$ cat src/hdl/lcm_pkg.sv
// Package for the least common multiple unit: payload types, ALU codes and defaults.
`default_nettype none
package lcm_pkg;

    // Default word width of the arithmetic.
    localparam int WORD_BITS_DEF = 32;

    // Operation codes for the shared add/subtract unit.
    localparam logic ALU_ADD = 1'b0;
    localparam logic ALU_SUB = 1'b1;

    // One input item.
    typedef struct packed {
        logic [31:0] operand_a;
        logic [31:0] operand_b;
    } t_in;

    // One result item.
    typedef struct packed {
        logic [31:0] multiple;
        logic        overflow;
    } t_out;

    // Control of the shared add/subtract unit.
    typedef struct packed {
        logic op;
    } t_alu_ctl;

endpackage
`default_nettype wire

$ cat src/hdl/lcm_alu.sv
// Shared add/subtract unit used by the GCD, divide and multiply phases of the sequencer.
`default_nettype none
module lcm_alu #(
    parameter int WORD_BITS = lcm_pkg::WORD_BITS_DEF
) (
    input  wire lcm_pkg::t_alu_ctl    i_ctl,
    input  wire logic [WORD_BITS:0]   i_x,
    input  wire logic [WORD_BITS:0]   i_y,
    output logic      [WORD_BITS:0]   o_res,
    output logic                      o_borrow
);

    logic [WORD_BITS+1:0] sum;
    logic [WORD_BITS:0]   y_eff;

    // Subtraction is addition of the complement with a carry in.
    always_comb begin
        y_eff = (i_ctl.op == lcm_pkg::ALU_SUB) ? ~i_y : i_y;
        sum   = {1'b0, i_x} + {1'b0, y_eff}
              + {{(WORD_BITS+1){1'b0}}, (i_ctl.op == lcm_pkg::ALU_SUB)};
        o_res    = sum[WORD_BITS:0];
        o_borrow = (i_ctl.op == lcm_pkg::ALU_SUB) && !sum[WORD_BITS+1];
    end

endmodule
`default_nettype wire

$ cat src/hdl/lcm_unit.sv
// Least common multiple unit: binary GCD, restoring divide and shift-add multiply.
// Sequence: a zero operand goes straight to the result; otherwise common factors of two are
// stripped, the binary GCD runs, the first operand is divided by the GCD and the quotient
// is multiplied by the second operand.
// Throughput: one item at a time; a result the receiver has not taken holds the next one.
// Reset: synchronous, active low; clears the sequencer and the output valid flag.
`default_nettype none
module lcm_unit #(
    parameter int WORD_BITS = lcm_pkg::WORD_BITS_DEF
) (
    input  wire logic        i_clk,
    input  wire logic        i_rst_n,
    input  wire logic        i_in_valid,
    output logic             o_in_ready,
    input  wire lcm_pkg::t_in  i_in_data,
    output logic             o_out_valid,
    input  wire logic        i_out_ready,
    output lcm_pkg::t_out    o_out_data
);

    localparam int CW = (WORD_BITS > 1) ? $clog2(WORD_BITS) : 1;
    localparam logic [CW-1:0] CNT_LAST = CW'(WORD_BITS - 1);

    localparam logic [2:0] S_IDLE = 3'd0;
    localparam logic [2:0] S_TWOS = 3'd1;
    localparam logic [2:0] S_GCD  = 3'd2;
    localparam logic [2:0] S_DIV  = 3'd3;
    localparam logic [2:0] S_MUL  = 3'd4;
    localparam logic [2:0] S_DONE = 3'd5;

    logic [2:0]           r_state, n_state;
    logic [WORD_BITS-1:0] r_x, n_x;
    logic [WORD_BITS-1:0] r_y, n_y;
    logic [WORD_BITS-1:0] r_a, n_a;
    logic [WORD_BITS-1:0] r_b, n_b;
    logic [WORD_BITS:0]   r_rem, n_rem;
    logic [CW-1:0]        r_cnt, n_cnt;
    logic                 r_zero, n_zero;
    logic                 r_out_valid, n_out_valid;
    lcm_pkg::t_out        r_out, n_out;

    logic [WORD_BITS-1:0] a_in, b_in;
    logic                 in_fire;
    lcm_pkg::t_alu_ctl    alu_ctl;
    logic [WORD_BITS:0]   alu_x, alu_y, alu_res;
    logic                 alu_borrow;
    logic [WORD_BITS:0]   div_shift;
    logic [63:0]          prod_wide;

    // Operands reduced to the word width.
    assign a_in    = WORD_BITS'(i_in_data.operand_a);
    assign b_in    = WORD_BITS'(i_in_data.operand_b);
    assign in_fire = i_in_valid && o_in_ready;

    assign div_shift = {r_rem[WORD_BITS-1:0], r_a[WORD_BITS-1]};
    assign prod_wide = 64'(r_a);

    // Operand selection for the shared adder.
    always_comb begin
        alu_ctl.op = lcm_pkg::ALU_SUB;
        alu_x      = {1'b0, r_x};
        alu_y      = {1'b0, r_y};
        case (r_state)
            S_DIV: begin
                alu_x = div_shift;
                alu_y = {1'b0, r_y};
            end
            S_MUL: begin
                alu_ctl.op = lcm_pkg::ALU_ADD;
                alu_x      = r_rem;
                alu_y      = r_a[0] ? {1'b0, r_b} : '0;
            end
            default: begin
                alu_x = {1'b0, r_x};
                alu_y = {1'b0, r_y};
            end
        endcase
    end

    lcm_alu #(
        .WORD_BITS(WORD_BITS)
    ) u_alu (
        .i_ctl    (alu_ctl),
        .i_x      (alu_x),
        .i_y      (alu_y),
        .o_res    (alu_res),
        .o_borrow (alu_borrow)
    );

    // Sequencer and datapath next state.
    always_comb begin
        n_state     = r_state;
        n_x         = r_x;
        n_y         = r_y;
        n_a         = r_a;
        n_b         = r_b;
        n_rem       = r_rem;
        n_cnt       = r_cnt;
        n_zero      = r_zero;
        n_out       = r_out;
        n_out_valid = r_out_valid;

        if (r_out_valid && i_out_ready) begin
            n_out_valid = 1'b0;
        end

        case (r_state)
            S_IDLE: begin
                if (in_fire) begin
                    n_x    = a_in;
                    n_y    = b_in;
                    n_a    = a_in;
                    n_b    = b_in;
                    n_zero = (a_in == '0) || (b_in == '0);
                    n_state = ((a_in == '0) || (b_in == '0)) ? S_DONE : S_TWOS;
                end
            end
            S_TWOS: begin
                // Strip common factors of two; the dividend loses them too.
                if (!r_x[0] && !r_y[0]) begin
                    n_x = r_x >> 1;
                    n_y = r_y >> 1;
                    n_a = r_a >> 1;
                end else begin
                    n_state = S_GCD;
                end
            end
            S_GCD: begin
                // Binary GCD: halve even values, otherwise subtract or swap.
                if (r_y == '0) begin
                    n_y     = r_x;
                    n_rem   = '0;
                    n_cnt   = '0;
                    n_state = S_DIV;
                end else if (r_x == '0) begin
                    n_rem   = '0;
                    n_cnt   = '0;
                    n_state = S_DIV;
                end else if (!r_x[0]) begin
                    n_x = r_x >> 1;
                end else if (!r_y[0]) begin
                    n_y = r_y >> 1;
                end else if (!alu_borrow) begin
                    n_x = alu_res[WORD_BITS:1];
                end else begin
                    n_x = r_y;
                    n_y = r_x;
                end
            end
            S_DIV: begin
                // Restoring division, one quotient bit per cycle.
                n_rem = alu_borrow ? div_shift : alu_res;
                n_a   = {r_a[WORD_BITS-2:0], !alu_borrow};
                n_cnt = r_cnt + CW'(1);
                if (r_cnt == CNT_LAST) begin
                    n_rem   = '0;
                    n_cnt   = '0;
                    n_state = S_MUL;
                end
            end
            S_MUL: begin
                // Shift-add multiply; the high half collects in the remainder register.
                n_rem = {1'b0, alu_res[WORD_BITS:1]};
                n_a   = {alu_res[0], r_a[WORD_BITS-1:1]};
                n_cnt = r_cnt + CW'(1);
                if (r_cnt == CNT_LAST) begin
                    n_state = S_DONE;
                end
            end
            S_DONE: begin
                if (!r_out_valid || i_out_ready) begin
                    n_out_valid = 1'b1;
                    if (r_zero) begin
                        n_out.multiple = '0;
                        n_out.overflow = 1'b0;
                    end else if (r_rem != '0) begin
                        n_out.multiple = '0;
                        n_out.overflow = 1'b1;
                    end else begin
                        n_out.multiple = prod_wide[31:0];
                        n_out.overflow = 1'b0;
                    end
                    n_state = S_IDLE;
                end
            end
            default: begin
                n_state = S_IDLE;
            end
        endcase
    end

    // Control registers.
    always_ff @(posedge i_clk) begin
        if (!i_rst_n) begin
            r_state     <= S_IDLE;
            r_out_valid <= 1'b0;
            r_cnt       <= '0;
            r_zero      <= 1'b0;
        end else begin
            r_state     <= n_state;
            r_out_valid <= n_out_valid;
            r_cnt       <= n_cnt;
            r_zero      <= n_zero;
        end
    end

    // Datapath registers.
    always_ff @(posedge i_clk) begin
        r_x   <= n_x;
        r_y   <= n_y;
        r_a   <= n_a;
        r_b   <= n_b;
        r_rem <= n_rem;
        r_out <= n_out;
    end

    assign o_in_ready  = (r_state == S_IDLE);
    assign o_out_valid = r_out_valid;
    assign o_out_data  = r_out;

    // An overflowing result is always reported with a zero multiple.
    a_ovf_zero: assert property (@(posedge i_clk) disable iff (!i_rst_n)
        (r_out_valid && r_out.overflow) |-> (r_out.multiple == '0))
        else $error("overflow reported with a non-zero multiple");

    // The divisor is never zero during division.
    a_div_nonzero: assert property (@(posedge i_clk) disable iff (!i_rst_n)
        (r_state == S_DIV) |-> (r_y != '0))
        else $error("division by zero in sequencer");

    // Once common twos are stripped, at least one GCD operand stays odd.
    a_gcd_odd: assert property (@(posedge i_clk) disable iff (!i_rst_n)
        (r_state == S_GCD) |-> (r_x[0] || r_y[0]))
        else $error("both GCD operands even");

    // A zero operand skips straight to the result.
    a_zero_skip: assert property (@(posedge i_clk) disable iff (!i_rst_n)
        (in_fire && ((a_in == '0) || (b_in == '0))) |=> (r_state == S_DONE))
        else $error("zero operand did not skip the arithmetic");

endmodule
`default_nettype wire
$ cat config.mk
export PLATFORM = sky130hd
export DESIGN_NAME = lcm_unit
export DESIGN_NICKNAME = d
export VERILOG_FILES = /design/src/hdl/lcm_pkg.sv /design/src/hdl/lcm_alu.sv /design/src/hdl/lcm_unit.sv
export SDC_FILE = /design/constraint.sdc
export NUM_CORES = 1
export LEC_CHECK = 0
export BUFFER_PORTS_ARGS = -buffer_cell sky130_fd_sc_hd__buf_4
export CAP_MARGIN = 15
export CELL_PAD_IN_SITES_DETAIL_PLACEMENT = 0
export CELL_PAD_IN_SITES_GLOBAL_PLACEMENT = 1
export CORE_MARGIN = 3
export CORE_UTILIZATION = 43
export CTS_CLUSTER_SIZE = 8
export DETAILED_ROUTE_END_ITERATION = 6
export PLACE_DENSITY_LB_ADDON = 0.1
export REMOVE_ABC_BUFFERS = 1
export SYNTH_ARGS = -nofsm -noshare
export SYNTH_HDL_FRONTEND = slang
export SYNTH_SLANG_ARGS = --single-unit
$ cat constraint.sdc
create_clock -name i_clk -period 5.25 [get_ports i_clk]
set_input_delay 0 -clock i_clk [delete_from_list [all_inputs] [get_ports i_clk]]
set_output_delay 0 -clock i_clk [all_outputs]
set_load 0.005 [all_outputs]
==> summary.txt, run 1 <==
Route
  • Vias per cell: 6.438
  • DRT Pass-1 Iters: 7
  • Vias: 12174
  • Total routed wirelength: 48.02 mm
  • Routed WL per cell: 25.39 µm
  • DRC Markers: 7
  • Post-route ant nets: 0
  • DRT iter0 DRCs: 1295

Global route
  • Initial antenna violation count: 0
  • Largest net degree at the start of global routing: 71
  • Number of global-route vias before repair: between 10000 and 15000
  • First-pass GRT wire length: 72.68 mm
  • GRT Total Usage: 28.30%
  • Global route overflow: 0

Synthesis
  • Register area share after synthesis: 45.92%
  • Post-synth EDFFs: 194
  • Synth Instances: 1340
  • Post-Syn Area per Cell: 9.793 µm²
  • Async set-reset flop share out of synthesis: 0%
  • Dominant cell type by area after synthesis: edfxtp_1
  • Area share of the largest cell type after synthesis: ~44%
  • Synth cell types: 75
  • Top_reg_cell synth: edfxtp_1
  • Largest cells by area after synthesis: edfxtp_1, a22oi_1, a22o_1
  • Seq cells post-synth: 204
  • Yosys synthesis warning count: 0
  • Area of the mapped netlist: 13120 µm²

Power and ir drop
  • LEAKAGE: 6.118 nW
  • Sequential share of power: a little over a quarter
  • Maximum VDD drop: 0.0004573 V
  • Power Density: 813.4 nW/µm²
  • Sw Ratio: roughly half
  • Sw Pwr: around 6.4 mW
  • Clock power frac: 13.4%
  • Internal: 6.537 mW
  • Gate power share: 60.2%

Critical path
  • Crit-path max cell delay: 0.66 ns
  • Setup crit start kind: register
  • CP required: 5.49 ns
  • Critical Path Sink Type: register
  • CP cell instances: nor2b_2 -> buf_4 -> a22o_1 -> a22oi_1 -> nand2_1 -> ha_1 -> a21o_1 -> a21o_1 -> a221o_1 -> a31oi_4 -> o21ai_4 -> a311o_4 -> nand2_8 -> o31a_1 -> buf_4
  • Crit Path Class: reg2reg
  • Crit path max-delay cell type: dfxtp_2
  • Critical Path AT: 5.03 ns
  • Crit-path max FO: 28

STA
  • # setup viols final: 0
  • Rel. slew slack: a little under a quarter
  • Hold Slack: roughly 0.16 ns
  • Minimum clock period: about 4.8 ns
  • Fmax: 208.8 MHz
  • Worst-margin pin slew: between 1 and 1.5 ns
  • Unrepaired setup endpoints after global routing: false
  • Hold Fails Final Rpt: 0
  • Final worst-path setup slack: 0.4597 ns
  • Clk_skew: 0.01660 ns
  • Total Neg Setup Slack: 0 ns
  • Slew Limit Fails: 0
  • Crit share post-route: between 90% and 100%

Floorplan
  • Core ar.: 29870 µm²
  • Initial core utilization: 43.93%
  • # IOs: 103
  • Die Area: 32650 µm²
  • Die X: 180.7 µm
  • # rows: between 60 and 70
  • Die Y: 180.7 µm

Min path
  • HP Class: in2reg

Placement
  • Dpl cells: around 1800
  • HPWL after DPL: 33.98 mm
  • Port bufs: roughly 100
  • GPL Wtd Cong: between 0.9 and 1
  • Post-DP Area: roughly 14000 µm²
  • DP Worst Slack: 0.5391 ns

Final layout
  • Final std cells w/o fill: 1891
  • Final Net Count: approximately 1600
  • Post-layout instance area: 15880 µm²
  • Fill cells: 2717
  • Seq. cell area: 6030 µm²
  • Antenna diode count: 0
  • Multi-input gate area: roughly 6600 µm²
  • Area growth, synth to finish: 21.02%
  • Fraction of layout cells with a size suffix above 1: 14.12%

Clock network
  • CTS Buf Count: 29
  • CTS Root Cell: clkbuf_16
  • CTS sink cnt: 204
  • CTS clk-pin slew, worst paths: approximately 0.06 ns
  • H-tree depth: 1
  • Clock tree from TritonCTS: built
  • Skew-Pair Late Insertion Delay: 0.57 ns
  • CTS Buffer Depth: 3
  • Post-CTS Resized: 0

Run
  • Max cap viols: 0

Run status
  • Failing checks: design-rule violations
  • Status: finished with violations
worst max-delay path: cells and delay by family (launching register included):
kind                       cells  cell delay (ns)
and+or+nand+nor                3             0.85
AOI/OAI and AO/OA              9             2.08
buffers and inverters          2             0.57
DFF                            1             0.66
adders and majority gates      1             0.28
Yosys cell counts (all sizes together), types with 3 or more instances:
cell type and count:
edfxtp 194, nand2 158, a21oi 116, a22oi 89, o21ai 86, clkbuf 76, a22o 70, nor2 50
inv 46, nand3 42, nor4 41, mux2i 38, and2 36, ha 35, a222oi 30, buf 20
a21o 19, xnor2 19, nand4 17, a31oi 13, and3 11, nor3 11, xor2 11, dfxtp 10
nor2b 9, o22ai 8, o31ai 8, a211oi 7, o21bai 7, or3 7, nand2b 6, a32oi 5
o211ai 5, o21a 5, a21boi 3, mux2 3
stage by stage:
| step | total power [mW] | utilization, % |
|---|---|---|
| floorplan | 8.515 | - |
| global placement | 10.97 | 48.20 |
| detailed placement | 10.97 | 48.20 |
| CTS | 12.77 | 53.11 |
| global route | 13.73 | 53.16 |
| finish | 12.92 | 53.16 |
placed cells by master (no fill, tap or decap), types with 35 or more instances in the layout:
cell type and count:
a21oi_1 113, a22o_1 70, a22oi_1 89, buf_4 142, dlygate4sd3_1 66, edfxtp_1 194
ha_1 35, inv_1 44, mux2i_1 38, nand2_1 157, nand3_1 41, nor2_1 45
nor4_1 40, o21ai_1 61
timing repair:
item / CTS / global route
hold buffers: 66 / 0
hold endpoints to repair: 138 / 0
endpoints found under the setup margin: 0 / 0
setup buffers: 0 / 0
sequential cells by signal, summed over array words and instances, names as in the netlist:
name	cells
r_a	32
r_rem	33
r_zero	1
r_b	32
r_state	3
o_out_valid	1
o_out_data	33
r_y	32
r_cnt	5
r_x	32
final cells by class:
class	count	area share [%]
Timing Repair Buffer	211	11.22
Multi-Input combinational cell	994	41.58
Clock inverter	2	0.1497
Tap cell	390	3.073
Clock buffer	44	4.924
Inverter	46	1.087
Sequential cell	204	37.97
cells by family (layout without fill, tap and decap cells):
family | Yosys count | after routing | share of synthesized area, %
compound gates | 494 | 494 | 26.65
xor+xnor | 30 | 30 | 2.002
fa+ha+maj | 36 | 36 | 3.490
buf+inv | 142 | 303 | 4.357
flops | 204 | 204 | 45.92
mux | 41 | 41 | 3.156
simple gates | 393 | 393 | 14.43
power by group through the flow:
stage                     Clock [mW]  Sequential (mW)  Combinational, mW
after global placement             0             3.41               7.55
final                           1.73             3.41               7.78
after global routing            1.82             3.46               8.44
after detailed placement           0             3.40               7.57
after CTS                       1.75             3.38               7.64
after floorplan                    0             3.12               5.40
metal layers:
| metal | share of wire (%) | GRT usage [%] |
|---|---|---|
| met1 | 43 | 39.78 |
| met2 | 45 | 43.89 |
| met3 | 9.5 | 5.818 |
| met4 | 3.4 | 9.364 |
| met5 | 0 | 0 |
final timing paths:
path	start	end	slack (ns)	cells past startpoint
worst min register to register	r_cnt[3]	r_cnt[3]	0.46	1
worst max-delay path	r_state[1]	r_y[16]	0.46	15
worst max register to register	r_state[1]	r_y[16]	0.46	15
worst min-delay path	i_in_valid	r_x[0]	0.16	7
Power figures use the tool's default switching activity.
==> inputs of run 2 (changes only) <==
REMOVE_ABC_BUFFERS = unset   (was 1)
==> run 2 against run 1 <==
The run still ends with design-rule violations left. Wire length is 4.2% higher. Critical path depth is 1 higher. Sequential cell count stayed put. Register-to-register slack better by 0.04 ns. Clock skew is 0.014 ns higher. Non-clock buffer count stayed put. Maximum frequency is 0.82% higher. First-iteration DRC count is 14% higher. Die area stayed put. Via count is 0.48% lower. Sequential share of layout area hardly changed. Highest routed layer unchanged.
==> summary.txt, run 2 (same netlist as run 1, synthesis figures left out) <==
Critical path
  • CP required: 5.57 ns
  • Crit Path Class: reg2reg
  • Critical Path AT: 5.07 ns
  • Reg2Reg Setup Slack: roughly 0.50 ns
  • Crit-path max FO: 29
  • Critical Path Sink Type: register
  • Setup crit start kind: register
  • Reg2reg path depth: 16

Global route
  • Gr busiest metal: met2
  • Number of global-route vias before repair: 11645
  • Global route overflow: 0
  • Initial antenna violation count: 0
  • GRT Total Usage: between 20% and 30%
  • Largest net degree at the start of global routing: 42
  • Grt met2 use: 45.09%
  • GRT met1 Usage: a little over two fifths
  • Met3 usage: 7.268%
  • First-pass GRT wire length: 74.04 mm

Placement
  • Port bufs: 102
  • GPL Wtd Cong: 0.9514
  • HPWL after DPL: 35.07 mm
  • DP Worst Slack: 0.5575 ns

Route
  • Vias: 12115
  • DRC Markers: 5
  • Vias per cell: 6.403
  • DRT iter0 DRCs: 1473
  • Routed WL per cell: 26.45 µm
  • DRT Pass-1 Iters: 7
  • Total routed wirelength: 50.04 mm
  • Post-route ant nets: 0

STA
  • Clk_skew: 0.03093 ns
  • Crit share post-route: 90.51%
  • # setup viols final: 0
  • Hold Slack: 0.1395 ns
  • Fmax: 210.5 MHz
  • Worst-margin pin slew: 1.192 ns
  • Slew Limit Fails: 0
  • Rel. slew slack: 20.38%
  • Total Neg Setup Slack: 0 ns
  • Hold Fails Final Rpt: 0
  • Minimum clock period: 4.752 ns
  • Unrepaired setup endpoints after global routing: false
  • Final worst-path setup slack: 0.4985 ns

Final layout
  • Antenna diode count: 0
  • Final Net Count: 1590
  • Fill cells: roughly 2800
  • Fraction of layout cells with a size suffix above 1: 14.18%
  • Commonest non-fill, non-tap cell in the layout: edfxtp_1
  • Area growth, synth to finish: 21.08%
  • Most frequent cells in the layout: edfxtp_1, nand2_1, buf_4

Clock network
  • CTS sink cnt: a little over 200
  • Skew-Pair Late Insertion Delay: 0.58 ns
  • H-tree depth: 1
  • Post-CTS Resized: 0
  • CTS clk-pin slew, worst paths: ~0.060 ns
  • Hold-fix buffers, CTS: 66
  • CTS Root Cell: clkbuf_16
  • Postcts setup bufs: 0
  • Clock tree from TritonCTS: built
  • CTS Buf Count: 29
  • CTS Buffer Depth: 3

Run status
  • Status: finished with violations
  • Failing checks: design-rule violations

Floorplan
  • Initial core utilization: 43.93%
  • Core ar.: 29870 µm²
  • Die X: around 180 µm
  • Die Y: 180.7 µm
  • Die Area: roughly 33000 µm²
  • # IOs: 103
  • # rows: 63

Min path
  • Hold depth: 7
  • HP Class: in2reg

Run
  • Max cap viols: 0

Synthesis
  • Syn Nets: roughly 1400
==> run 2: changes by cell type in the layout (fill, tap and decap cells not counted) <==
cell | previous run | this run
a21oi_2 | 2 | 1
clkinv_1 | 1 | 0
o21a_1 | 5 | 4
o21a_2 | 0 | 1
clkbuf_1 | 15 | 17
a21oi_4 | 1 | 2
nor2_4 | 1 | 0
nor2_2 | 4 | 5
==> run 2: final cells by class <==
type | instances | area (µm²) | area share [%]
Sequential cell | 204 | 6030 | 37.95
Clock inverter | 1 | 20.02 | 0.1260
Inverter | 46 | 172.7 | 1.087
Timing Repair Buffer | 211 | 1782 | 11.21
Clock buffer | 46 | 789.5 | 4.969
Tap cell | 390 | 488.0 | 3.071
Multi-Input combinational cell | 994 | 6608 | 41.59
==> run 2: critical path, stage by stage (launching register included) <==
cell and delay (ns):
dfxtp_2 0.69, nor2b_2 0.49, buf_4 0.29, a22o_1 0.15
a22oi_1 0.07, nand2_1 0.12, ha_1 0.31, a2111oi_2 0.31
o21ai_1 0.15, a221oi_2 0.34, nor2_1 0.07, a211o_1 0.33
o311a_1 0.40, o21ai_1 0.28, xnor2_1 0.20, a32oi_1 0.19
nand2_1 0.07
==> run 2: layer usage <==
metal  vias to the layer above  wire [µm]
met2                       632      21930
met5                         -          0
li1                       5521          -
met3                        78       4952
met1                      5884      21770
met4                         0       1395
==> run 2: worst paths after layout <==
check / start / end
setup / recovery: r_state[1] / r_rem[31]
hold reg to reg: r_cnt[3] / r_cnt[3]
setup reg to reg: r_state[1] / r_rem[31]
hold / removal: i_in_valid / r_x[0]
==> run 2: through the flow <==
stage / cells / util, % / instance area (µm²)
global route: 1892 / 53.19 / 15890
CTS: 1890 / 53.07 / 15850
floorplan: 1340 / - / 13120
finish: 1892 / 53.19 / 15890
global placement: 1777 / 48.15 / 14380
detailed placement: 1777 / 48.15 / 14380
Power of run 2 is left out: the tool's default activity adds up to more than one toggle a clock period on the data nets, which glitch-free logic cannot reach.
==> inputs of run 3 (changes only) <==
CORE_UTILIZATION = 25   (was 43)
GPL_TIMING_DRIVEN = 1   (was unset)
==> run 3 against run 2 <==
The flow still finishes with violations (design-rule violations). Critical path depth down 3. Wire length grew 13%. Hold slack improved by 0.010 ns. Worst setup slack worse by 0.092 ns. Clock skew fell by 0.0094 ns. Critical path type unchanged.
==> summary.txt, run 3 (same netlist as run 1, synthesis figures left out) <==
Run status
  • Status: finished with violations
  • Failing checks: design-rule violations

Global route
  • Largest net degree at the start of global routing: between 60 and 70
  • First-pass GRT wire length: 82.49 mm
  • Number of global-route vias before repair: 11818
  • Initial antenna violation count: 0
  • Global route overflow: 0
  • GRT Total Usage: about a fifth

STA
  • Total Neg Setup Slack: 0 ns
  • Minimum clock period: 4.843 ns
  • Hold Slack: 0.1496 ns
  • Clk_skew: 0.02152 ns
  • Fmax: about 210 MHz
  • Slew Limit Fails: 0
  • Hold Fails Final Rpt: 0
  • Unrepaired setup endpoints after global routing: false
  • Rel. slew slack: 36.72%
  • Crit share post-route: 92.25%
  • # setup viols final: 0
  • Worst-margin pin slew: between 0.9 and 1 ns

Power and ir drop
  • Sw Pwr: 6.900 mW
  • Internal: roughly 6.7 mW
  • Power Density: 829.0 nW/µm²
  • Clock power frac: between 10 and 15%
  • Power Total: 13.56 mW
  • LEAKAGE: 6.178 nW
  • Maximum VDD drop: ~0.00052 V
  • Sw Ratio: 50.90%
  • Sequential share of power: 25.7%
  • Gate power share: 60.5%

Clock network
  • CTS Buffer Depth: 3
  • CTS clk-pin slew, worst paths: about 0.060 ns
  • Post-CTS Resized: 0
  • H-tree depth: 1
  • Clock tree from TritonCTS: built
  • Skew-Pair Late Insertion Delay: about 0.58 ns
  • Postcts setup bufs: 0
  • Hold-fix buffers, CTS: 66
  • CTS sink cnt: around 200
  • CTS Buf Count: 30
  • CTS Root Cell: clkbuf_16

Placement
  • Port bufs: 102
  • GPL Wtd Cong: 0.8800
  • HPWL after DPL: 41.43 mm
  • Dpl cells: 2072

Floorplan
  • # rows: 83
  • Die Y: 235.1 µm
  • Initial core utilization: 25.42%
  • Die X: 235.1 µm
  • # IOs: around 100
  • Die Area: 55270 µm²
  • Core ar.: 51610 µm²

Final layout
  • Antenna diode count: 0
  • Fraction of layout cells with a size suffix above 1: 14.67%
  • Area growth, synth to finish: 24.60%
  • Most frequent cells in the layout: edfxtp_1, nand2_1, buf_4
  • Commonest non-fill, non-tap cell in the layout: edfxtp_1
  • Final std cells w/o fill: 2193
  • Final Net Count: between 1500 and 2000
  • Final core utilization: roughly a third

Critical path
  • Setup crit start kind: register
  • Critical Path Sink Type: register
  • Critical Path AT: 5.16 ns
  • Crit Path Class: reg2reg
  • Crit-path max FO: 27
  • CP required: 5.57 ns

Route
  • DRT iter0 DRCs: 1079
  • DRC Markers: 4
  • Total routed wirelength: 56.63 mm
  • Vias per cell: between 5 and 6
  • Vias: 12066
  • DRT Pass-1 Iters: 7
  • Post-route ant nets: 0
  • Routed WL per cell: 25.82 µm

Min path
  • HP Class: in2reg

Synthesis
  • Syn Nets: 1444

Run
  • Max cap viols: 0
==> run 3: worst paths after layout <==
| check | startpoint | end | slack, ns | cells past startpoint |
|---|---|---|---|---|
| worst min-delay path | i_in_valid | r_x[0] | 0.15 | 7 |
| worst max register to register | r_state[1] | r_x[22] | 0.41 | 13 |
| worst min register to register | r_cnt[3] | r_cnt[3] | 0.48 | 1 |
| worst max-delay path | r_state[1] | r_x[22] | 0.41 | 13 |
==> run 3: cell type report <==
type | instances | area [µm²]
clock inverters | 2 | 10.01
well taps | 680 | 850.8
fillers | 5409 | 35260
flip-flops and latches | 204 | 6030
inverters | 46 | 172.7
repair buffers | 214 | 1797
clock buffers | 53 | 878.3
multi-input cells | 994 | 6613
==> run 3: per-layer routing <==
layer  routed length [µm]  part of all wire, %  global-route usage, %
met1                26210                   46                  28.11
met2                26040                   46                  31.88
met3                 3335                  5.9                  2.648
met5                    0                    0                      0
met4                 1048                  1.9                  4.266
==> run 3: power by group through the flow <==
stage               registers [mW]  clock network [mW]  logic, mW
detailed placement            3.50                   0       8.11
finish                        3.48                1.87       8.20
floorplan                     3.00                   0       5.70
global placement              3.52                   0       8.16
global route                  3.54                2.00       8.90
CTS                           3.47                1.93       8.18
==> run 3: worst max-delay path, stage by stage, from the launching register on <==
cell and delay [ns]:
dfxtp_2 0.71, nor2b_2 0.45, buf_4 0.31, a22o_1 0.16
a22oi_1 0.09, nand2_1 0.10, ha_1 0.26, nand3_1 0.27
or4_1 0.60, o31ai_1 0.61, a221oi_1 0.22, xor2_1 0.41
mux2_1 0.30, o21ai_1 0.08
==> run 3: stage by stage <==
stage	instance area (µm²)	worst slack (ns)
final	16350	0.4067
after global routing	16350	0.09114
after CTS	16350	0.3334
after global placement	14800	0.3305
after floorplan	13120	0.2174
after detailed placement	14800	0.3460
